[src/rtl/ttbl_pkg.sv]
// Shared types, codes and helper functions of the timer table engine.
package ttbl_pkg;

  // Table geometry and field widths.
  localparam int TABLE_DEPTH = 16;
  localparam int ID_BITS     = 16;
  localparam int TIME_BITS   = 32;
  localparam int TAG_BITS    = 32;
  localparam int TMO_BITS    = 24;
  localparam int NT_BITS     = 25;
  localparam int SLOT_W      = $clog2(TABLE_DEPTH);

  // Stream payload widths.
  localparam int IN_DATA_W  = 72;
  localparam int IN_USER_W  = 2;
  localparam int OUT_DATA_W = 96;
  localparam int OUT_USER_W = 3;
  localparam int OUT_PAD_W  = OUT_DATA_W - (2 * ID_BITS + TAG_BITS + NT_BITS);

  // Largest reported remaining time.
  localparam logic [TMO_BITS-1:0] NT_MAX = '1;

  // Request kinds.
  localparam logic [1:0] REQ_ADD     = 2'd0;
  localparam logic [1:0] REQ_CANCEL  = 2'd1;
  localparam logic [1:0] REQ_REFRESH = 2'd2;
  localparam logic [1:0] REQ_TICK    = 2'd3;

  // Result status codes.
  localparam logic [2:0] ST_OK          = 3'd0;
  localparam logic [2:0] ST_NOT_FOUND   = 3'd1;
  localparam logic [2:0] ST_BAD_TIMEOUT = 3'd2;
  localparam logic [2:0] ST_FULL        = 3'd3;
  localparam logic [2:0] ST_EXPIRED     = 3'd4;
  localparam logic [2:0] ST_NONE        = 3'd5;

  // One timer slot as it travels along the row of cells.
  typedef struct packed {
    logic                 valid;
    logic [ID_BITS-1:0]   id;
    logic [TIME_BITS-1:0] expiry;
    logic [TAG_BITS-1:0]  tag;
  } slot_t;

  // Remaining time of a timer; an overdue timer reports zero.
  function automatic logic [TIME_BITS-1:0] time_left(input logic [TIME_BITS-1:0] expiry,
                                                     input logic [TIME_BITS-1:0] now);
    logic [TIME_BITS-1:0] d;
    d = expiry - now;
    if (d[TIME_BITS-1]) begin
      return '0;
    end
    return d;
  endfunction

  // Encode the nearest expiry: all ones when empty, else saturated.
  function automatic logic [NT_BITS-1:0] nt_encode(input logic any,
                                                   input logic [TIME_BITS-1:0] mn);
    if (!any) begin
      return '1;
    end
    if (mn > TIME_BITS'(NT_MAX)) begin
      return NT_BITS'(NT_MAX);
    end
    return NT_BITS'(mn);
  endfunction

endpackage

[src/rtl/ttbl_cell.sv]
// One cell of the timer ring: holds a slot and passes it to its neighbor on a shift.
module ttbl_cell (
  input  logic             clk,
  input  logic             rst_n,
  input  logic             shift_en,
  input  ttbl_pkg::slot_t  d_i,
  output ttbl_pkg::slot_t  q_o
);

  logic                           valid_r;
  logic [ttbl_pkg::ID_BITS-1:0]   id_r;
  logic [ttbl_pkg::TIME_BITS-1:0] expiry_r;
  logic [ttbl_pkg::TAG_BITS-1:0]  tag_r;

  // The valid bit is control state and clears on reset.
  always_ff @(posedge clk) begin
    if (!rst_n) begin
      valid_r <= 1'b0;
    end else if (shift_en) begin
      valid_r <= d_i.valid;
    end
  end

  // Timer payload moves with the valid bit.
  always_ff @(posedge clk) begin
    if (shift_en) begin
      id_r     <= d_i.id;
      expiry_r <= d_i.expiry;
      tag_r    <= d_i.tag;
    end
  end

  assign q_o = '{valid: valid_r, id: id_r, expiry: expiry_r, tag: tag_r};

endmodule

[src/rtl/timer_table_engine_unit.sv]
// Top level of the timer table engine: request stream, ring of timer cells, result stream.
//
// Usage: each input transaction on in_* is one request (add, cancel, refresh or a one
// millisecond tick), selected by in_tuser. Results leave on out_* with the status in
// out_tuser; out_tlast marks the final result of a request.
// The timers live in a ring of cells that rotates past a single head position, where
// all compares, updates and the nearest-expiry search happen; during a pass it moves
// by one slot a cycle unless a stalled output register holds it. A request takes one
// pass of the ring to look up ids, free slots and expired timers, then a decision
// state; add, cancel and refresh go on to a second pass that applies the change and
// finds the nearest expiry, and a tick that expires timers takes a second pass that
// emits them. A tick with nothing due answers after the decision state, with no second
// pass.
// in_tready is high only while no request is in progress; it does not depend on the
// output register, which holds a finished result until the receiver takes it.
// When the receiver stalls, the ring stops at the next result that needs the output
// register and resumes when it frees up; no result is dropped.
// Reset clears the clock, the id counter and all valid bits; the table starts empty.
module timer_table_engine_unit (
  input  logic                              clk,
  input  logic                              rst_n,
  input  logic                              in_tvalid,
  output logic                              in_tready,
  // in_tdata: timer_id [15:0], timeout_ms [39:16], user_tag [71:40]
  input  logic [ttbl_pkg::IN_DATA_W-1:0]    in_tdata,
  // in_tuser: req_type [1:0]
  input  logic [ttbl_pkg::IN_USER_W-1:0]    in_tuser,
  output logic                              out_tvalid,
  input  logic                              out_tready,
  // out_tdata: assigned_id [15:0], expired_id [31:16], expired_tag [63:32],
  //            next_timeout [88:64], zero padding [95:89]
  output logic [ttbl_pkg::OUT_DATA_W-1:0]   out_tdata,
  // out_tuser: status [2:0]
  output logic [ttbl_pkg::OUT_USER_W-1:0]   out_tuser,
  output logic                              out_tlast
);

  localparam int TB = ttbl_pkg::TIME_BITS;
  localparam int IB = ttbl_pkg::ID_BITS;
  localparam int SW = ttbl_pkg::SLOT_W;

  // Sequencer states.
  localparam logic [2:0] S_IDLE   = 3'd0;
  localparam logic [2:0] S_SCAN   = 3'd1;
  localparam logic [2:0] S_DECIDE = 3'd2;
  localparam logic [2:0] S_APPLY  = 3'd3;
  localparam logic [2:0] S_EMIT   = 3'd4;
  localparam logic [2:0] S_FIN    = 3'd5;

  localparam logic [SW-1:0] LAST_STEP = SW'(ttbl_pkg::TABLE_DEPTH - 1);

  // Control registers.
  logic [2:0]    state_r, state_nxt;
  logic [SW-1:0] step_r, step_nxt;
  logic          out_valid_r, out_valid_nxt;
  logic [TB-1:0] now_r, now_nxt;
  logic [IB-1:0] next_id_r, next_id_nxt;

  // Request and scan registers.
  logic [1:0]                        req_r, req_nxt;
  logic [IB-1:0]                     key_id_r, key_id_nxt;
  logic [ttbl_pkg::TMO_BITS-1:0]     tmo_r, tmo_nxt;
  logic [ttbl_pkg::TAG_BITS-1:0]     tag_r, tag_nxt;
  logic                              found_r, found_nxt;
  logic [SW-1:0]                     match_idx_r, match_idx_nxt;
  logic                              free_found_r, free_found_nxt;
  logic [SW-1:0]                     free_idx_r, free_idx_nxt;
  logic                              any_exp_r, any_exp_nxt;
  logic [SW-1:0]                     last_exp_r, last_exp_nxt;
  logic                              min_any_r, min_any_nxt;
  logic [TB-1:0]                     min_r, min_nxt;
  logic                              tgt_en_r, tgt_en_nxt;
  logic [SW-1:0]                     tgt_idx_r, tgt_idx_nxt;
  logic [2:0]                        res_status_r, res_status_nxt;
  logic [IB-1:0]                     res_aid_r, res_aid_nxt;

  // Output register.
  logic [2:0]                        out_status_r, out_status_nxt;
  logic [IB-1:0]                     out_aid_r, out_aid_nxt;
  logic [IB-1:0]                     out_eid_r, out_eid_nxt;
  logic [ttbl_pkg::TAG_BITS-1:0]     out_etag_r, out_etag_nxt;
  logic [ttbl_pkg::NT_BITS-1:0]      out_nt_r, out_nt_nxt;
  logic                              out_last_r, out_last_nxt;

  // Ring of cells.
  ttbl_pkg::slot_t cell_q [ttbl_pkg::TABLE_DEPTH];
  ttbl_pkg::slot_t fb;
  logic            shift_en;

  // Head position signals.
  ttbl_pkg::slot_t head;
  ttbl_pkg::slot_t head_mod;
  logic [TB-1:0]   head_left;
  logic [TB-1:0]   mod_left;
  logic            head_exp;
  logic            at_target;
  logic            out_free;
  logic            last_step;
  logic [TB-1:0]   new_expiry;
  logic            in_fire;

  assign in_tready = (state_r == S_IDLE);
  assign in_fire   = in_tvalid && in_tready;
  assign out_free  = !out_valid_r || out_tready;
  assign last_step = (step_r == LAST_STEP);

  // Cell i takes its neighbor's slot; the last cell takes the head after update.
  for (genvar i = 0; i < ttbl_pkg::TABLE_DEPTH; i++) begin : g_cell
    if (i == ttbl_pkg::TABLE_DEPTH - 1) begin : g_tail
      ttbl_cell u_cell (
        .clk      (clk),
        .rst_n    (rst_n),
        .shift_en (shift_en),
        .d_i      (fb),
        .q_o      (cell_q[i])
      );
    end else begin : g_body
      ttbl_cell u_cell (
        .clk      (clk),
        .rst_n    (rst_n),
        .shift_en (shift_en),
        .d_i      (cell_q[i+1]),
        .q_o      (cell_q[i])
      );
    end
  end

  // Head slot, its remaining time and the update applied in the second pass.
  always_comb begin
    head       = cell_q[0];
    head_left  = ttbl_pkg::time_left(head.expiry, now_r);
    head_exp   = head.valid && (head_left == '0);
    new_expiry = now_r + TB'(tmo_r);
    at_target  = (state_r == S_APPLY) && tgt_en_r && (step_r == tgt_idx_r);
    head_mod   = head;
    if (at_target) begin
      unique case (req_r)
        ttbl_pkg::REQ_ADD: begin
          head_mod = '{valid: 1'b1, id: key_id_r, expiry: new_expiry, tag: tag_r};
        end
        ttbl_pkg::REQ_CANCEL: begin
          head_mod.valid = 1'b0;
        end
        ttbl_pkg::REQ_REFRESH: begin
          head_mod.expiry = new_expiry;
        end
        default: begin
          head_mod = head;
        end
      endcase
    end
    mod_left = ttbl_pkg::time_left(head_mod.expiry, now_r);
  end

  // Sequencer, lookup, nearest-expiry search and output loading.
  always_comb begin
    state_nxt      = state_r;
    step_nxt       = step_r;
    out_valid_nxt  = out_valid_r;
    now_nxt        = now_r;
    next_id_nxt    = next_id_r;
    req_nxt        = req_r;
    key_id_nxt     = key_id_r;
    tmo_nxt        = tmo_r;
    tag_nxt        = tag_r;
    found_nxt      = found_r;
    match_idx_nxt  = match_idx_r;
    free_found_nxt = free_found_r;
    free_idx_nxt   = free_idx_r;
    any_exp_nxt    = any_exp_r;
    last_exp_nxt   = last_exp_r;
    min_any_nxt    = min_any_r;
    min_nxt        = min_r;
    tgt_en_nxt     = tgt_en_r;
    tgt_idx_nxt    = tgt_idx_r;
    res_status_nxt = res_status_r;
    res_aid_nxt    = res_aid_r;
    out_status_nxt = out_status_r;
    out_aid_nxt    = out_aid_r;
    out_eid_nxt    = out_eid_r;
    out_etag_nxt   = out_etag_r;
    out_nt_nxt     = out_nt_r;
    out_last_nxt   = out_last_r;
    fb             = head;
    shift_en       = 1'b0;

    // The receiver drains the output register.
    if (out_tready) begin
      out_valid_nxt = 1'b0;
    end

    unique case (state_r)
      S_IDLE: begin
        if (in_fire) begin
          req_nxt        = in_tuser[1:0];
          key_id_nxt     = (in_tuser[1:0] == ttbl_pkg::REQ_ADD) ? next_id_r : in_tdata[15:0];
          tmo_nxt        = in_tdata[39:16];
          tag_nxt        = in_tdata[71:40];
          found_nxt      = 1'b0;
          free_found_nxt = 1'b0;
          any_exp_nxt    = 1'b0;
          min_any_nxt    = 1'b0;
          step_nxt       = '0;
          state_nxt      = S_SCAN;
          if (in_tuser[1:0] == ttbl_pkg::REQ_TICK) begin
            now_nxt = now_r + 1'b1;
          end
        end
      end

      S_SCAN: begin
        // First pass: id match, lowest free slot, expired timers.
        shift_en = 1'b1;
        if (head.valid && (head.id == key_id_r) && !found_r) begin
          found_nxt     = 1'b1;
          match_idx_nxt = step_r;
        end
        if (!head.valid && !free_found_r) begin
          free_found_nxt = 1'b1;
          free_idx_nxt   = step_r;
        end
        if (req_r == ttbl_pkg::REQ_TICK) begin
          if (head_exp) begin
            any_exp_nxt  = 1'b1;
            last_exp_nxt = step_r;
          end else if (head.valid && (!min_any_r || head_left < min_r)) begin
            min_any_nxt = 1'b1;
            min_nxt     = head_left;
          end
        end
        step_nxt = last_step ? '0 : step_r + 1'b1;
        if (last_step) begin
          state_nxt = S_DECIDE;
        end
      end

      S_DECIDE: begin
        // Pick the slot to change and the status of the request.
        tgt_en_nxt     = 1'b0;
        tgt_idx_nxt    = match_idx_r;
        res_aid_nxt    = '0;
        res_status_nxt = ttbl_pkg::ST_OK;
        state_nxt      = S_APPLY;
        unique case (req_r)
          ttbl_pkg::REQ_ADD: begin
            if (found_r || free_found_r) begin
              tgt_en_nxt  = 1'b1;
              tgt_idx_nxt = found_r ? match_idx_r : free_idx_r;
              res_aid_nxt = key_id_r;
              next_id_nxt = key_id_r + 1'b1;
            end else begin
              res_status_nxt = ttbl_pkg::ST_FULL;
            end
          end
          ttbl_pkg::REQ_CANCEL: begin
            if (found_r) begin
              tgt_en_nxt = 1'b1;
            end else begin
              res_status_nxt = ttbl_pkg::ST_NOT_FOUND;
            end
          end
          ttbl_pkg::REQ_REFRESH: begin
            if (tmo_r == '0) begin
              res_status_nxt = ttbl_pkg::ST_BAD_TIMEOUT;
            end else if (found_r) begin
              tgt_en_nxt = 1'b1;
            end else begin
              res_status_nxt = ttbl_pkg::ST_NOT_FOUND;
            end
          end
          default: begin
            // A tick without expired timers answers at once.
            res_status_nxt = ttbl_pkg::ST_NONE;
            state_nxt      = any_exp_r ? S_EMIT : S_FIN;
          end
        endcase
        if (req_r != ttbl_pkg::REQ_TICK) begin
          min_any_nxt = 1'b0;
        end
      end

      S_APPLY: begin
        // Second pass: write the change back and search the nearest expiry.
        shift_en = 1'b1;
        fb       = head_mod;
        if (head_mod.valid && (!min_any_r || mod_left < min_r)) begin
          min_any_nxt = 1'b1;
          min_nxt     = mod_left;
        end
        step_nxt = last_step ? '0 : step_r + 1'b1;
        if (last_step) begin
          state_nxt = S_FIN;
        end
      end

      S_EMIT: begin
        // Second pass of a tick: hand out and drop each expired timer.
        if (head_exp) begin
          if (out_free) begin
            shift_en       = 1'b1;
            fb.valid       = 1'b0;
            out_valid_nxt  = 1'b1;
            out_status_nxt = ttbl_pkg::ST_EXPIRED;
            out_aid_nxt    = '0;
            out_eid_nxt    = head.id;
            out_etag_nxt   = head.tag;
            out_nt_nxt     = ttbl_pkg::nt_encode(min_any_r, min_r);
            out_last_nxt   = (step_r == last_exp_r);
          end
        end else begin
          shift_en = 1'b1;
        end
        if (shift_en) begin
          step_nxt = last_step ? '0 : step_r + 1'b1;
          if (last_step) begin
            state_nxt = S_IDLE;
          end
        end
      end

      S_FIN: begin
        // Single result of the request.
        if (out_free) begin
          out_valid_nxt  = 1'b1;
          out_status_nxt = res_status_r;
          out_aid_nxt    = res_aid_r;
          out_eid_nxt    = '0;
          out_etag_nxt   = '0;
          out_nt_nxt     = ttbl_pkg::nt_encode(min_any_r, min_r);
          out_last_nxt   = 1'b1;
          state_nxt      = S_IDLE;
        end
      end

      default: begin
        state_nxt = S_IDLE;
        step_nxt  = '0;
      end
    endcase
  end

  // Control registers.
  always_ff @(posedge clk) begin
    if (!rst_n) begin
      state_r     <= S_IDLE;
      step_r      <= '0;
      out_valid_r <= 1'b0;
      now_r       <= '0;
      next_id_r   <= '0;
    end else begin
      state_r     <= state_nxt;
      step_r      <= step_nxt;
      out_valid_r <= out_valid_nxt;
      now_r       <= now_nxt;
      next_id_r   <= next_id_nxt;
    end
  end

  // Request, scan and result registers.
  always_ff @(posedge clk) begin
    req_r        <= req_nxt;
    key_id_r     <= key_id_nxt;
    tmo_r        <= tmo_nxt;
    tag_r        <= tag_nxt;
    found_r      <= found_nxt;
    match_idx_r  <= match_idx_nxt;
    free_found_r <= free_found_nxt;
    free_idx_r   <= free_idx_nxt;
    any_exp_r    <= any_exp_nxt;
    last_exp_r   <= last_exp_nxt;
    min_any_r    <= min_any_nxt;
    min_r        <= min_nxt;
    tgt_en_r     <= tgt_en_nxt;
    tgt_idx_r    <= tgt_idx_nxt;
    res_status_r <= res_status_nxt;
    res_aid_r    <= res_aid_nxt;
    out_status_r <= out_status_nxt;
    out_aid_r    <= out_aid_nxt;
    out_eid_r    <= out_eid_nxt;
    out_etag_r   <= out_etag_nxt;
    out_nt_r     <= out_nt_nxt;
    out_last_r   <= out_last_nxt;
  end

  // Result channel.
  assign out_tvalid = out_valid_r;
  assign out_tuser  = out_status_r;
  assign out_tlast  = out_last_r;
  assign out_tdata  = {{ttbl_pkg::OUT_PAD_W{1'b0}}, out_nt_r, out_etag_r, out_eid_r, out_aid_r};

  // An accepted request always starts a fresh pass from the first slot.
  a_start_scan: assert property (@(posedge clk) disable iff (!rst_n)
    in_tvalid && in_tready |=> state_r == S_SCAN && step_r == '0)
    else $error("request did not start a scan at slot zero");

  // The ring is back in its home position whenever the block is idle.
  a_ring_home: assert property (@(posedge clk) disable iff (!rst_n)
    state_r == S_IDLE |-> step_r == '0)
    else $error("ring not aligned while idle");

  // Only expiry results can be followed by more results of the same request.
  a_single_last: assert property (@(posedge clk) disable iff (!rst_n)
    out_tvalid && out_tuser != ttbl_pkg::ST_EXPIRED |-> out_tlast)
    else $error("non-expiry result without tlast");

  // Emitting only happens when the scan saw an expired timer.
  a_emit_has_exp: assert property (@(posedge clk) disable iff (!rst_n)
    state_r == S_EMIT |-> any_exp_r)
    else $error("emit pass without expired timers");

endmodule
[config.mk]
export PLATFORM = sky130hd
export DESIGN_NAME = timer_table_engine_unit
export DESIGN_NICKNAME = d
export VERILOG_FILES = /design/src/rtl/ttbl_pkg.sv /design/src/rtl/ttbl_cell.sv /design/src/rtl/timer_table_engine_unit.sv
export SDC_FILE = /design/constraint.sdc
export NUM_CORES = 1
export LEC_CHECK = 0
export ABC_AREA = 1
export ABC_CLOCK_PERIOD_IN_PS = 11670
export CORE_MARGIN = 2
export CORE_UTILIZATION = 40
export CTS_CLUSTER_DIAMETER = 40
export DETAILED_ROUTE_END_ITERATION = 10
export DONT_BUFFER_PORTS = 1
export PLACE_DENSITY = 0.5
export SYNTH_ARGS = -nofsm -noshare
export SYNTH_HDL_FRONTEND = slang
export SYNTH_SLANG_ARGS = --single-unit
export TNS_END_PERCENT = 30
[constraint.sdc]
create_clock -name clk -period 11.67 [get_ports clk]
set_clock_uncertainty 0.05 [all_clocks]
set_input_delay 1.7505 -clock clk [delete_from_list [all_inputs] [get_ports clk]]
set_output_delay 1.7505 -clock clk [all_outputs]
set_load 0.005 [all_outputs]
# ---- After elaboration in Yosys (flattened, before gate mapping)
# Cells that the tools add are included.
# W data, S select, Z words.
dict set report classes {
  n_reduce_logical 46
  addsub 6
  n_lt_le_gt_ge 3
  bitwise 1
  eq_ne 30
  mux 109
}
# operator count
set ops {}
lappend ops {{$mux W32} 13}
lappend ops {{$mux W25} 9}
lappend ops {{$pmux W32 S2} 2}
lappend ops {{$mux W16} 7}
lappend ops {{$mux W81} 1}
lappend ops {{$mux W80} 1}
lappend ops {{$lt A32 B32 Y1} 2}
lappend ops {{$pmux W16 S2} 2}
lappend ops {{$sub A32 B32 Y32} 2}
lappend ops {{$pmux W25 S2} 1}
lappend ops {{$mux W1} 41}
lappend ops {{$mux W3} 11}
lappend ops {{$add A32 B1 Y32 const B} 1}
lappend ops {{$add A32 B24 Y32} 1}
lappend ops {{$gt A32 B24 Y1 const B} 1}
lappend ops {{$logic_not A32 Y1} 1}
lappend ops {{$ne A2 B2 Y1 const B} 14}
lappend ops {{$logic_not A24 Y1} 1}
lappend ops {{$mux W4} 6}
lappend ops {{$pmux W3 S6} 1}
lappend ops {{$reduce_and A3 Y1} 6}
lappend ops {{$add A16 B1 Y16 const B} 1}
lappend ops {{$eq A16 B16 Y1} 1}
lappend ops {{$pmux W1 S2} 8}
lappend ops {{other kinds (30)} 61}
dict set report word_totals {
  reg_bits 1591
  out_inout_bits 102
  in_bits 78
}

# ---- Depth between registers and ports, before layout
# Gate-level depths: netlist of run 1.
dict set report logic_depth {
  word_depth 16
  depth_mapped 44
  depth_no_buf 44
}

# ---- Cells and area by module
# A second synthesis of run 1 with hierarchy kept.
dict set report unflattened {
  hier_cells 3836
  hier_area_um2 58961.5
}
# module area_each_um2 instances cells_each
set by_module_without_submodules {}
lappend by_module_without_submodules {ttbl_cell 2451.1 16 87}
lappend by_module_without_submodules {timer_table_engine_unit 19743.9 1 2444}

# ---- Least setup slack after synthesis of run 1
# Ideal clock, no wire load.
dict set report synth_path {
  path_kind {register -> register}
  from {register now_r[24]}
  to {register g_cell[0].g_body.u_cell.expiry_r[0] (netlist name), enable pin}
  t_arrival_ps 8517
  path_slack_ps 2452
  synth_period_minus_slack_ps 9218
  n_path_buf 3
  t_required_ps 10968
  stages_incl_launch_ff 22
  path_cell_list {dfxtp_1 > clkbuf_1 > inv_1 > ha_1 > a21oi_1 > o21ai_0 > nand2_1 > nand3_1 > a21oi_1 > nand2_1 > nand2_1 > nand2_2 > buf_6 > or2_2 > nand4_1 > inv_1 > nand4_1 > nor2_2 > nand2_2 > nand2_4 > nand2_4 > buf_6}
}
dict set report synth_between {
  elab_chain_cells 8
}
# element line
set synth_rtl {}
lappend synth_rtl {{from (decl)} timer_table_engine_unit.sv:56} ;# logic [TB-1:0] now_r, now_nxt;
lappend synth_rtl {{from (signal assigned)} timer_table_engine_unit.sv:354} ;# now_r <= now_nxt;
lappend synth_rtl {{$sub A32 B32 Y32 (*)} ttbl_pkg.sv:49} ;# d = expiry - now;
lappend synth_rtl {{$mux W1} ttbl_pkg.sv:50} ;# if (d[TIME_BITS-1]) begin
lappend synth_rtl {{$mux W32 (*)} ttbl_pkg.sv:53} ;# return d;
lappend synth_rtl {{$logic_not A32 Y1 (*)} timer_table_engine_unit.sv:132} ;# head_exp = head.valid && (head_left == '0);
lappend synth_rtl {{$logic_and A1 B1 Y1 (*)} timer_table_engine_unit.sv:132}
lappend synth_rtl {{$mux W1 (*)} timer_table_engine_unit.sv:298} ;# if (head_exp) begin
lappend synth_rtl {{$mux W1 (*)} timer_table_engine_unit.sv:192} ;# unique case (state_r)
lappend synth_rtl {{$pmux W1 S2 (*)} timer_table_engine_unit.sv:192}
lappend synth_rtl {{net g_cell[0].g_body.u_cell.shift_en} ttbl_cell.sv:5} ;# input logic shift_en,
lappend synth_rtl {{to (signal assigned)} ttbl_cell.sv:28} ;# expiry_r <= d_i.expiry;
lappend synth_rtl {{to (decl)} ttbl_cell.sv:12} ;# logic [ttbl_pkg::TIME_BITS-1:0] expiry_r;
# The timed path passes the listed nets; every way through them passes the cells marked *. The select of a mux whose other input is x is not followed.
# A chain may end at the register's enable or synchronous reset.

# ---- Worst setup path after layout of run 1
dict set report layout_path {
  from {register now_r[0]}
  to {register min_r[8], enable pin}
}
dict set report layout_between {
  elab_chain_cells 11
  word_cells_on_any_way 21
  classes_between {3 x add/sub; 2 x order compare; 3 x eq/ne; 6 x mux; 7 x reduce/logical}
}
# element line
set layout_rtl {}
lappend layout_rtl {{$add A32 B24 Y32} timer_table_engine_unit.sv:133} ;# new_expiry = now_r + TB'(tmo_r);
lappend layout_rtl {{$mux W32} timer_table_engine_unit.sv:137} ;# unique case (req_r)
lappend layout_rtl {{$mux W81} timer_table_engine_unit.sv:136} ;# if (at_target) begin
lappend layout_rtl {{$sub A32 B32 Y32} ttbl_pkg.sv:49}
lappend layout_rtl {{$mux W1} ttbl_pkg.sv:50}
lappend layout_rtl {{$mux W32} ttbl_pkg.sv:53}
lappend layout_rtl {{$lt A32 B32 Y1} timer_table_engine_unit.sv:286} ;# if (head_mod.valid && (!min_any_r || mod_left < min_r)) begin
lappend layout_rtl {{$logic_or A1 B1 Y1} timer_table_engine_unit.sv:286}
lappend layout_rtl {{$logic_and A1 B1 Y1} timer_table_engine_unit.sv:286}
lappend layout_rtl {{$ne A2 B1 Y1 (no source line)} -}
lappend layout_rtl {{$reduce_and A5 Y1 (no source line) (*)} -}
lappend layout_rtl {{to (signal assigned)} timer_table_engine_unit.sv:372} ;# min_r <= min_nxt;
lappend layout_rtl {{to (decl)} timer_table_engine_unit.sv:71} ;# logic [TB-1:0] min_r, min_nxt;
# Mark *: on every way between the ends. The rest lies on a longest branch, timed or not.

==> impl_metrics.yaml, run 1 <==
run_status:
  status: "finished, final reports clean"
synth:
  ys_warn_count: 0
  synth_cell_types: 58
  dominantRegCellSynth: "edfxtp_1"
  synth-edff-count: 1518
  synth-async-reset-ratio_pct: 0
  ys_seq_area_share_pct: 80.6
  ys_ff_latch: 1590
  postSynthAreaPerCell_um2: 15.7
  syn_inst: 3712
  syn-cell-area_um2: 58400
cells_and_area:
  nets: 4121
  drive_above_1_share_pct: 11.3
  fin_cells: 5996
  area_growth_syn_to_layout_pct: 16.9
  fin_util_pct: 47.0
  fin_area_um2: 68200
  fillerInstances: 12500
pwr:
  irDropWorstVdd_mv: 0.260
  powerDensity_nw_per_um2: 314
  total_leakage_power_uw: 0.0243
die:
  die_area_um2: 149000
  fp.dieW_um: 386
  floorplan.io_pins: 180
  start_util_pct: 40.2
  fp.dieH_um: 386
  rows: 140
  coreArea_um2: 145000
route:
  ant_nets: 0
  wl_per_cell_um: 19.1
  vias: 29100
  wl_um: 115000
  drt-vias-per-instance: 4.85
  drcViolationCount: 0
  firstDrtPassIters: 5
  dr.first_iter.drc_count: 2511
sta:
  setup_viol: 0
  whs_ns: 0.325
  relSlewSlack_pct: 23.8
  max_freq_ghz: 0.129
  slew_violations: 0
  worst_pin_slew_ns: 1.14
  finalHoldViolCount: 0
  rsz0062_at_grt: "false"
  period_share_pct: 66.6
  fin_tns_setup_ns: 0
  finalCriticalPeriod_ns: 7.78
clock_tree:
  cts-resized-gates: 0
  clock_latency_ns: 0.81
  post_cts_buffers: 0
  cts_root_buf: "clkbuf_16"
  cts_hold_buf: 0
  cts_buffers: 208
  clk_pin_slew_ns: 0.05
  htree_levels: 4
  clockBufferDepth: 3
  cts.sinks: 1590
  cts_tree: "built"
worst_hold_path:
  hold_start: "g_cell[7].g_body.u_cell.expiry_r[26]$_DFFE_PP_"
  hp-class: "flip-flop to flip-flop"
worst_setup_path:
  critPathMaxFanout: 31
  crit_type: "flip-flop to flip-flop"
  critPathMaxStageDelay_ns: 0.49
  cp_common_cell: "nand2_1"
  cp_data_required_time_ns: 12.03
  cpMaxStageDelayCell: "a2111oi_0"
  startpoint: "now_r[0]$_SDFFE_PN0P_"
  worstSetupEndpointType: "flip-flop"
  start_kind: "flip-flop"
  worstPathArrival_ns: 8.14
  r2r_start: "now_r[0]$_SDFFE_PN0P_"
global_routing:
  grt_pass1_wl_um: 172000
  grt_start_max_net_pins: 187
  grt_busiest_layer: "met1"
  grt_pass1_vias: 28100
  met2_usage_pct: 21.3
  grt_overflow: 0
  gr-usage-met1_pct: 23.2
  grt_use_total_pct: 15.4
  grt_antenna_before_repair: 21
  grtUsageMet3_pct: 4.29
flow_run:
  max_cap_violations: 0
placement:
  gp_congestion: 0.891
  dp_hpwl_um: 74700
  portBuffers: 0
  placed_area_um2: 60800
  placedCellCount: 5598
## per-stage QoR
step                total power [µW]  worst slack [ns]
floorplan                      13900              2.45
global placement               14900              4.15
detailed placement             15000              4.00
CTS                            21700              3.98
global route                   22700              3.26
finish                         21400              3.89
## worst max-delay path, delay by kind of cell, from the launching register on
family | cells | cell delay (ns)
AOI/OAI and AO/OA | 12 | 2.69
and+or+nand+nor | 21 | 1.70
adders and majority gates | 4 | 1.35
buffers and inverters | 4 | 0.88
DFF | 1 | 0.38
xor gates and xnor gates | 1 | 0.31
## layout by cell type (no fill, tap or decap), types with 46 or more instances in the layout
cell type     n
edfxtp_1   1518
nand2_1     522
inv_1       339
nor2_1      233
clkbuf_16   211
a21oi_1     199
o21ai_0     163
ha_1        149
nand3_1      94
dfxtp_1      72
xor2_1       56
nor3_1       46
## final timing paths
kind                                                                        to  slack [ns]  cells after the start
worst max-delay path                                        min_r[8]$_DFFE_PP_        3.89                     42
worst min-delay path            g_cell[6].g_body.u_cell.expiry_r[26]$_DFFE_PP_        0.33                      0
worst max register to register                              min_r[8]$_DFFE_PP_        3.89                     42
worst min register to register  g_cell[6].g_body.u_cell.expiry_r[26]$_DFFE_PP_        0.33                      0
## power by group
part           internal [µW]  total [µW]  leakage (µW)  switching [µW]
Combinational           1030        4170       0.00597            3140
Clock                   4050        6590       0.00353            2550
Sequential              9940       10700        0.0148             713
Total                  15000       21400        0.0243            6400
## kinds of logic after synthesis
group | synth area share [%]
adders and majority gates | 3.30
DFF | 80.6
muxes | 0.791
and+or+nand+nor | 7.11
other | 0.00643
xor gates and xnor gates | 1.37
AOI/OAI and AO/OA | 4.10
buffers and inverters | 2.75
## flip-flops by register name (all words and copies together) (netlist names), 15 cells and up
signal                         flops
tmo_r                             24
g_cell.g_body.u_cell.id_r        240
min_r                             31
out_nt_r                          25
out_aid_r                         16
g_cell.g_tail.u_cell.expiry_r     32
now_r                             32
out_eid_r                         16
g_cell.g_tail.u_cell.tag_r        32
out_etag_r                        32
g_cell.g_body.u_cell.tag_r       480
tag_r                             32
key_id_r                          16
res_aid_r                         16
g_cell.g_tail.u_cell.id_r         16
g_cell.g_body.u_cell.expiry_r    480
next_id_r                         16
g_cell.g_body.u_cell.valid_r      15
## metal layers
metal | part of all wire, % | vias up | routed length (µm)
met4 | 2.6 | 16 | 3000
met2 | 42 | 696 | 47700
met1 | 48 | 14300 | 55400
met3 | 7.2 | 207 | 8210
li1 | - | 13900 | -
met5 | 0.10 | - | 115
## cell usage after synthesis, drive strengths merged, types with 16 or more instances
cell	n	share of area (%)
nand2	529	3.4
buf	17	0.22
nor2	243	1.6
nor3	48	0.42
o21ai	165	1.4
xnor2	35	0.53
inv	344	2.2
dfxtp	72	2.5
nor4	16	0.21
edfxtp	1518	78
a31oi	23	0.25
or2	18	0.19
clkbuf	47	0.30
ha	149	3.2
nand4	25	0.27
a21oi	202	1.7
nand3	96	0.84
xor2	56	0.84
mux2	41	0.79
## area by class of cell
type / count / area, µm² / share of cell area (%)
tap: 1917 / 2400 / 3.52
inverter: 346 / 1300 / 1.91
antenna: 5 / 12.5 / 0.0183
clock buffer: 235 / 5370 / 7.87
clock inverter: 158 / 2040 / 2.99
timing repair buffer: 27 / 265 / 0.389
sequential: 1590 / 47000 / 69.0
multi-input combinational: 1718 / 9790 / 14.4
Note: power is estimated with default switching activity, not from simulation.
==> run 2: changes to the inputs <==
--- a/config.mk
+++ b/config.mk
@@ -5,14 +5,14 @@
 export SDC_FILE = /design/constraint.sdc
 export NUM_CORES = 1
 export LEC_CHECK = 0
-export ABC_AREA = 1
-export ABC_CLOCK_PERIOD_IN_PS = 11670
+export ABC_AREA = 0
+export ABC_CLOCK_PERIOD_IN_PS = 6750
 export CORE_MARGIN = 2
 export CORE_UTILIZATION = 40
 export CTS_CLUSTER_DIAMETER = 40
 export DETAILED_ROUTE_END_ITERATION = 10
 export DONT_BUFFER_PORTS = 1
-export PLACE_DENSITY = 0.5
+export PLACE_DENSITY = 0.52
 export SYNTH_ARGS = -nofsm -noshare
 export SYNTH_HDL_FRONTEND = slang
 export SYNTH_SLANG_ARGS = --single-unit
==> constraint.sdc (replaced) <==
create_clock -name clk -period 6.75 [get_ports clk]
set_clock_uncertainty 0.05 [all_clocks]
set_input_delay 1.0125 -clock clk [delete_from_list [all_inputs] [get_ports clk]]
set_output_delay 1.0125 -clock clk [all_outputs]
set_load 0.005 [all_outputs]
==> impl_metrics.yaml, run 2 <==
run_status:
  status: "complete, but fails checks"
  violations: "setup timing"
pwr:
  irDropWorstVdd_mv: 0.400
  p_int_uw: 25000
  total_leakage_power_uw: 0.0244
  p_sw_uw: 10200
  pwr-share-seq_pct: 48.2
  combPwrFrac_pct: 21.6
  powerDensity_nw_per_um2: 501
  switching_share_pct: 29.0
  p_clk_share_pct: 30.2
sta:
  slew_violations: 0
  finalCriticalPeriod_ns: 7.23
  max_freq_ghz: 0.138
  worst_pin_slew_ns: 1.10
  setup_viol: 32
  period_share_pct: 107
  fin_ws_ns: -0.478
  rsz0062_at_grt: "true"
  relSlewSlack_pct: 26.4
  finalHoldViolCount: 0
placement:
  placed_area_um2: 62900
  portBuffers: 0
  gp_congestion: 0.929
  dp_hpwl_um: 75100
  pre_cts_ws_ns: -1.16
route:
  firstDrtPassIters: 5
  ant_nets: 0
  drcViolationCount: 0
  wl_um: 115000
  dr.first_iter.drc_count: 1853
  vias: 28300
  drt-vias-per-instance: 4.90
  wl_per_cell_um: 19.8
worst_hold_path:
  hp-class: "primary input to flip-flop"
  hold_start: "in_tdata[63]"
global_routing:
  grt_use_total_pct: 15.4
  grt_pass1_vias: 28000
  grt_overflow: 0
  grt_busiest_layer: "met1"
  grtUsageMet3_pct: 3.27
  met2_usage_pct: 21.7
  grt_antenna_before_repair: 6
  gr-usage-met1_pct: 23.8
  grt_start_max_net_pins: 153
  grt_pass1_wl_um: 173000
clock_tree:
  clockBufferDepth: 3
  cts_tree: "built"
  clock_latency_ns: 0.78
  htree_levels: 4
  clk_pin_slew_ns: 0.06
  cts_hold_buf: 0
  cts.sinks: 1590
  cts_buffers: 200
  cts_root_buf: "clkbuf_16"
worst_setup_path:
  crit_type: "flip-flop to flip-flop"
  worstPathArrival_ns: 7.66
  critical-path-top-delay-family: "compound AO/OA/AOI/OAI gates"
  cp_data_required_time_ns: 7.18
  critPathBufInv: 4
  cp_common_cell: "a21o_1"
  r2r_start: "tmo_r[0]$_DFFE_PP_"
  worstSetupEndpointType: "flip-flop"
  start_kind: "flip-flop"
  critPathMaxStageDelay_ns: 0.41
  critPathMaxFanout: 7
  cpMaxStageDelayCell: "edfxtp_1"
  startpoint: "tmo_r[0]$_DFFE_PP_"
cells_and_area:
  fin_area_um2: 70300
  final_cell_mix: "edfxtp_1, buf_4, clkbuf_16, nor2_1, ha_1"
  multi_input_area_um2: 11100
  drive_above_1_share_pct: 21.7
  nets: 3923
  final_common_cell: "edfxtp_1"
  area_growth_syn_to_layout_pct: 20.4
  reg_top3: "g_cell.g_body.u_cell.expiry_r: 480 flops, g_cell.g_body.u_cell.tag_r: 480 flops, g_cell.g_body.u_cell.id_r: 240 flops"
  fillerInstances: 12300
  diodes: 0
  regArea_um2: 47000
synth:
  yosys-mux-area-fraction_pct: 2.39
  syn_inst: 3258
  synth_xor_area_share_pct: 2.06
  synth_top_area_share_pct: 78.0
  synth_compound_area_share_pct: 4.68
  ys_top_cells_by_count: "edfxtp_1, nor2_1, ha_1"
  synthAdderAreaFrac_pct: 3.29
  ys_seq_area_share_pct: 80.5
  synth_cell_types: 89
  synth-edff-count: 1518
  ys_warn_count: 0
  synth-async-reset-ratio_pct: 0
  synth_top_family_by_area: "simple AND/OR/NAND/NOR gates"
  dominantRegCellSynth: "edfxtp_1"
  yosys.area.top_type: "edfxtp_1"
  yosysMostFrequentCell: "edfxtp_1"
  yosys-top-cells-area: "edfxtp_1, ha_1, dfxtp_1, mux2_2, xnor2_1"
  syn-cell-area_um2: 58400
  yosys.area_share.simple_pct: 5.82
  ys_ff_latch: 1590
  postSynthAreaPerCell_um2: 17.9
die:
  fp.dieH_um: 386
  rows: 140
  start_util_pct: 40.2
  floorplan.io_pins: 180
  fp.dieW_um: 386
  coreArea_um2: 145000
  die_area_um2: 149000
flow_run:
  max_cap_violations: 0
==> run 2: per-layer routing <==
| layer | up-vias | share of wire (%) |
|---|---|---|
| met5 | - | 0 |
| met4 | 0 | 2.1 |
| met3 | 190 | 4.5 |
| met2 | 544 | 43 |
| met1 | 14100 | 51 |
| li1 | 13400 | - |
==> run 2: final cells by class <==
cell class,instances,share of cell area (%)
multi-input combinational,1494,15.8
inverter,99,0.528
timing repair buffer,308,3.65
clock buffer,229,7.36
sequential,1590,66.9
tap,1917,3.41
clock inverter,141,2.36
==> run 2: power groups by stage <==
stage          sequential (µW)  combinational (µW)  clock, µW
2_1_floorplan            17200                4410          0
3_3_place_gp             17100                7140          0
3_5_place_dp             17200                7210          0
4_1_cts                  17100                7600      11000
5_1_grt                  17400                8380      11400
6_report                 17000                7600      10600
==> run 2: metrics by stage <==
stage	total power (µW)	hold WS, ns	setup TNS (ns)	utilization [%]	std cells
after floorplan	21600	0.350	-129.81	-	3264
after global placement	24300	0.350	-35.63	43.3	5389
after detailed placement	24400	0.355	-36.86	43.3	5389
after CTS	35700	0.180	-15.13	48.3	5773
after global routing	37100	0.183	-25.66	48.4	5778
final	35200	0.264	-14.79	48.4	5778
==> run 2: kinds of logic after synthesis <==
family          after synthesis
buf+inv                     180
simple gates                652
fa+ha+maj                   152
mux                         126
xor+xnor                    135
flops                      1590
other cells                   1
compound gates              422
==> run 2: timing repair <==
item / 4_1_cts / 5_1_grt
pin swaps: 48 / 15
setup buffers: 12 / 5
setup endpoints to repair: 32 / 32
cloned: 3 / 1
gates resized for setup: 67 / 20
endpoints found under the hold margin: 0 / 0
==> run 2: worst paths after layout <==
kind	end	slack [ns]	cells past startpoint
worst min register to register	g_cell[13].g_body.u_cell.expiry_r[14]$_DFFE_PP_	0.33	0
worst max-delay path	min_r[4]$_DFFE_PP_	-0.48	34
worst min-delay path	tag_r[23]$_DFFE_PP_	0.26	0
worst max register to register	min_r[4]$_DFFE_PP_	-0.48	34
==> run 3: changes to the inputs <==
--- a/config.mk
+++ b/config.mk
@@ -15,5 +15,6 @@
 export PLACE_DENSITY = 0.52
 export SYNTH_ARGS = -nofsm -noshare
 export SYNTH_HDL_FRONTEND = slang
+export SYNTH_HIERARCHICAL = 1
 export SYNTH_SLANG_ARGS = --single-unit
 export TNS_END_PERCENT = 30
==> impl_metrics.yaml, run 3 <==
route:
  ant_nets: 0
  vias: 28800
  firstDrtPassIters: 5
  wl_um: 118000
  drcViolationCount: 0
  wl_per_cell_um: 20.3
  drt-vias-per-instance: 4.96
  dr.first_iter.drc_count: 2223
worst_hold_path:
  whs_path_depth: 0
  hp-class: "primary input to flip-flop"
sta:
  setup_viol: 32
  finalHoldViolCount: 0
  whs_ns: 0.245
  max_freq_ghz: 0.134
  fin_ws_ns: -0.687
  period_share_pct: 110
  rsz0062_at_grt: "true"
  finalCriticalPeriod_ns: 7.44
  slew_violations: 0
  worst_pin_slew_ns: 1.18
  relSlewSlack_pct: 21.5
global_routing:
  grt_overflow: 0
  met2_usage_pct: 23.5
  grt_antenna_before_repair: 9
  gr-usage-met1_pct: 23.6
  grt_pass1_wl_um: 179000
  grt_use_total_pct: 15.9
  grt_start_max_net_pins: 110
  grtUsageMet3_pct: 3.56
  grt_pass1_vias: 29200
  grt_busiest_layer: "met1"
synth:
  synth_cell_types: 80
  dominantRegCellSynth: "edfxtp_1"
  yosys.area.top_type: "edfxtp_1"
  ys_warn_count: 6
  synth-async-reset-ratio_pct: 0
  synth_top_area_share_pct: 78.3
  ys_seq_area_share_pct: 80.8
  syn_inst: 3240
  yosysMostFrequentCell: "edfxtp_1"
  postSynthAreaPerCell_um2: 18.0
  synth-edff-count: 1518
  yosys-top-cells-area: "edfxtp_1, ha_1, dfxtp_1, mux2_2, xnor2_1"
  ys_top_cells_by_count: "edfxtp_1, ha_1, nor2_1"
  ys_ff_latch: 1590
  syn-cell-area_um2: 58200
worst_setup_path:
  critPathMaxFanout: 7
  r2r_end: "min_r[9]$_DFFE_PP_"
  worstSetupEndpointType: "flip-flop"
  cp_data_required_time_ns: 7.17
  crit_type: "flip-flop to flip-flop"
  start_kind: "flip-flop"
  startpoint: "tmo_r[0]$_DFFE_PP_"
  reg2reg_depth: 34
  critPathMaxStageDelay_ns: 0.44
  r2r_start: "tmo_r[0]$_DFFE_PP_"
  reg2reg_slack_ns: -0.69
  cpMaxStageDelayCell: "edfxtp_1"
  worstPathArrival_ns: 7.86
  crit_end: "min_r[9]$_DFFE_PP_"
cells_and_area:
  fin_util_pct: 49.0
  area_growth_syn_to_layout_pct: 21.3
  fillerInstances: 11900
  final_common_cell: "edfxtp_1"
  final_cell_mix: "edfxtp_1, buf_4, clkbuf_16, ha_1, nor2_1"
  reg_top3: "g_cell.g_body.u_cell/expiry_r: 480 flops, g_cell.g_body.u_cell/tag_r: 480 flops, g_cell.g_body.u_cell/id_r: 240 flops"
  regArea_um2: 47000
  multi_input_area_um2: 10700
  nets: 3963
  drive_above_1_share_pct: 22.4
clock_tree:
  cts_root_buf: "clkbuf_16"
  cts.sinks: 1590
  clockBufferDepth: 3
  cts_buffers: 201
  clk_pin_slew_ns: 0.06
  cts_tree: "built"
  clock_latency_ns: 0.81
  cts_hold_buf: 0
  htree_levels: 4
die:
  fp.dieW_um: 385
  die_area_um2: 149000
  rows: 139
  fp.dieH_um: 385
  coreArea_um2: 144000
  floorplan.io_pins: 180
  start_util_pct: 40.4
placement:
  dp_hpwl_um: 78000
  gp_congestion: 0.889
  pre_cts_ws_ns: -1.24
  portBuffers: 0
flow_run:
  max_cap_violations: 0
run_status:
  violations: "setup timing"
  status: "complete, but fails checks"
pwr:
  irDropWorstVdd_mv: 0.333
  total_leakage_power_uw: 0.0247
  powerDensity_nw_per_um2: 482
==> run 3: cell count changes in the layout (fill, tap and decap cells not counted), moves of 9 or more <==
| cell | previous run | this run |
|---|---|---|
| and2_1 | 93 | 71 |
| buf_4 | 284 | 344 |
| clkbuf_1 | 26 | 11 |
| clkinv_1 | 19 | 28 |
| nor3_1 | 33 | 43 |
| a21oi_1 | 86 | 99 |
| nor2_1 | 156 | 143 |
| nor2b_1 | 27 | 41 |
| nand2_1 | 101 | 111 |
==> run 3: cell families after synthesis <==
group	after synthesis	share of synthesized area, %
XOR/XNOR	136	2.08
other	1	0.00644
adder cells (fa/ha/maj)	152	3.31
multiplexers	121	2.30
AO/OA/AOI/OAI	421	4.62
flip-flops	1590	80.8
buffers and inverters	184	1.37
AND/OR/NAND/NOR	635	5.52
==> run 3: how the worst min path moves through the flow <==
stage | start | to | slack [ns]
global placement | g_cell[4].g_body.u_cell/tag_r[3]$_DFFE_PP_ | g_cell[3].g_body.u_cell/tag_r[3]$_DFFE_PP_ | 0.35
floorplan | g_cell[1].g_body.u_cell/expiry_r[0]$_DFFE_PP_ | g_cell[0].g_body.u_cell/expiry_r[0]$_DFFE_PP_ | 0.35
finish | in_tdata[62] | tag_r[22]$_DFFE_PP_ | 0.25
detailed placement | g_cell[1].g_body.u_cell/expiry_r[26]$_DFFE_PP_ | g_cell[0].g_body.u_cell/expiry_r[26]$_DFFE_PP_ | 0.35
global route | in_tdata[43] | tag_r[3]$_DFFE_PP_ | 0.18
CTS | in_tdata[50] | tag_r[10]$_DFFE_PP_ | 0.16
==> run 3: cell type report <==
| cell class | count | area share (%) |
|---|---|---|
| clock inverter | 157 | 2.68 |
| clock buffer | 215 | 7.26 |
| timing repair buffer | 370 | 4.39 |
| tap | 1903 | 3.37 |
| multi-input combinational | 1472 | 15.1 |
| inverter | 98 | 0.521 |
| sequential | 1590 | 66.7 |
| antenna | 1 | 0.00355 |
==> run 3: through the flow <==
step / instance area, µm² / TNS, ns / total power, µW / instances
4_1_cts: 70400 / -17.54 / 34500 / 5798
2_1_floorplan: 58300 / -6723.21 / 19500 / 3246
3_5_place_dp: 63200 / -39.11 / 23300 / 5419
3_3_place_gp: 63200 / -37.43 / 23100 / 5419
5_1_grt: 70600 / -31.55 / 35800 / 5805
6_report: 70600 / -20.48 / 34000 / 5806
==> run 3: metal layers <==
metal | wire (µm) | part of all wire [%] | vias up
li1 | - | - | 13500
met1 | 57100 | 48 | 14500
met2 | 52500 | 44 | 603
met3 | 6040 | 5.1 | 182
met4 | 2330 | 2.0 | 2
met5 | 13 | 0.011 | -
==> run 3: timing repair <==
| item | CTS | global route |
|---|---|---|
| endpoints found under the setup margin | 32 | 32 |
| gates cloned | 1 | 1 |
| endpoints found under the hold margin | 0 | 0 |
| buffers inserted | 6 | 6 |
| gates resized for setup | 42 | 12 |
| pin swaps | 28 | 26 |
==> run 3: report_power, final <==
group | switching [µW] | total (µW) | leakage [µW] | internal, µW
logic | 4000 | 6430 | 0.00657 | 2430
clock network | 4350 | 10900 | 0.00336 | 6520
registers | 1100 | 16700 | 0.0148 | 15600
==> run 3: critical path: cells and delay by family, from the launching register on <==
kind	cells	cell delay (ns)
buffers and inverters	3	0.49
DFF	1	0.44
AOI/OAI and AO/OA	17	3.57
xor gates and xnor gates	2	0.49
and+or+nand+nor	8	0.91
adders and majority gates	4	1.14
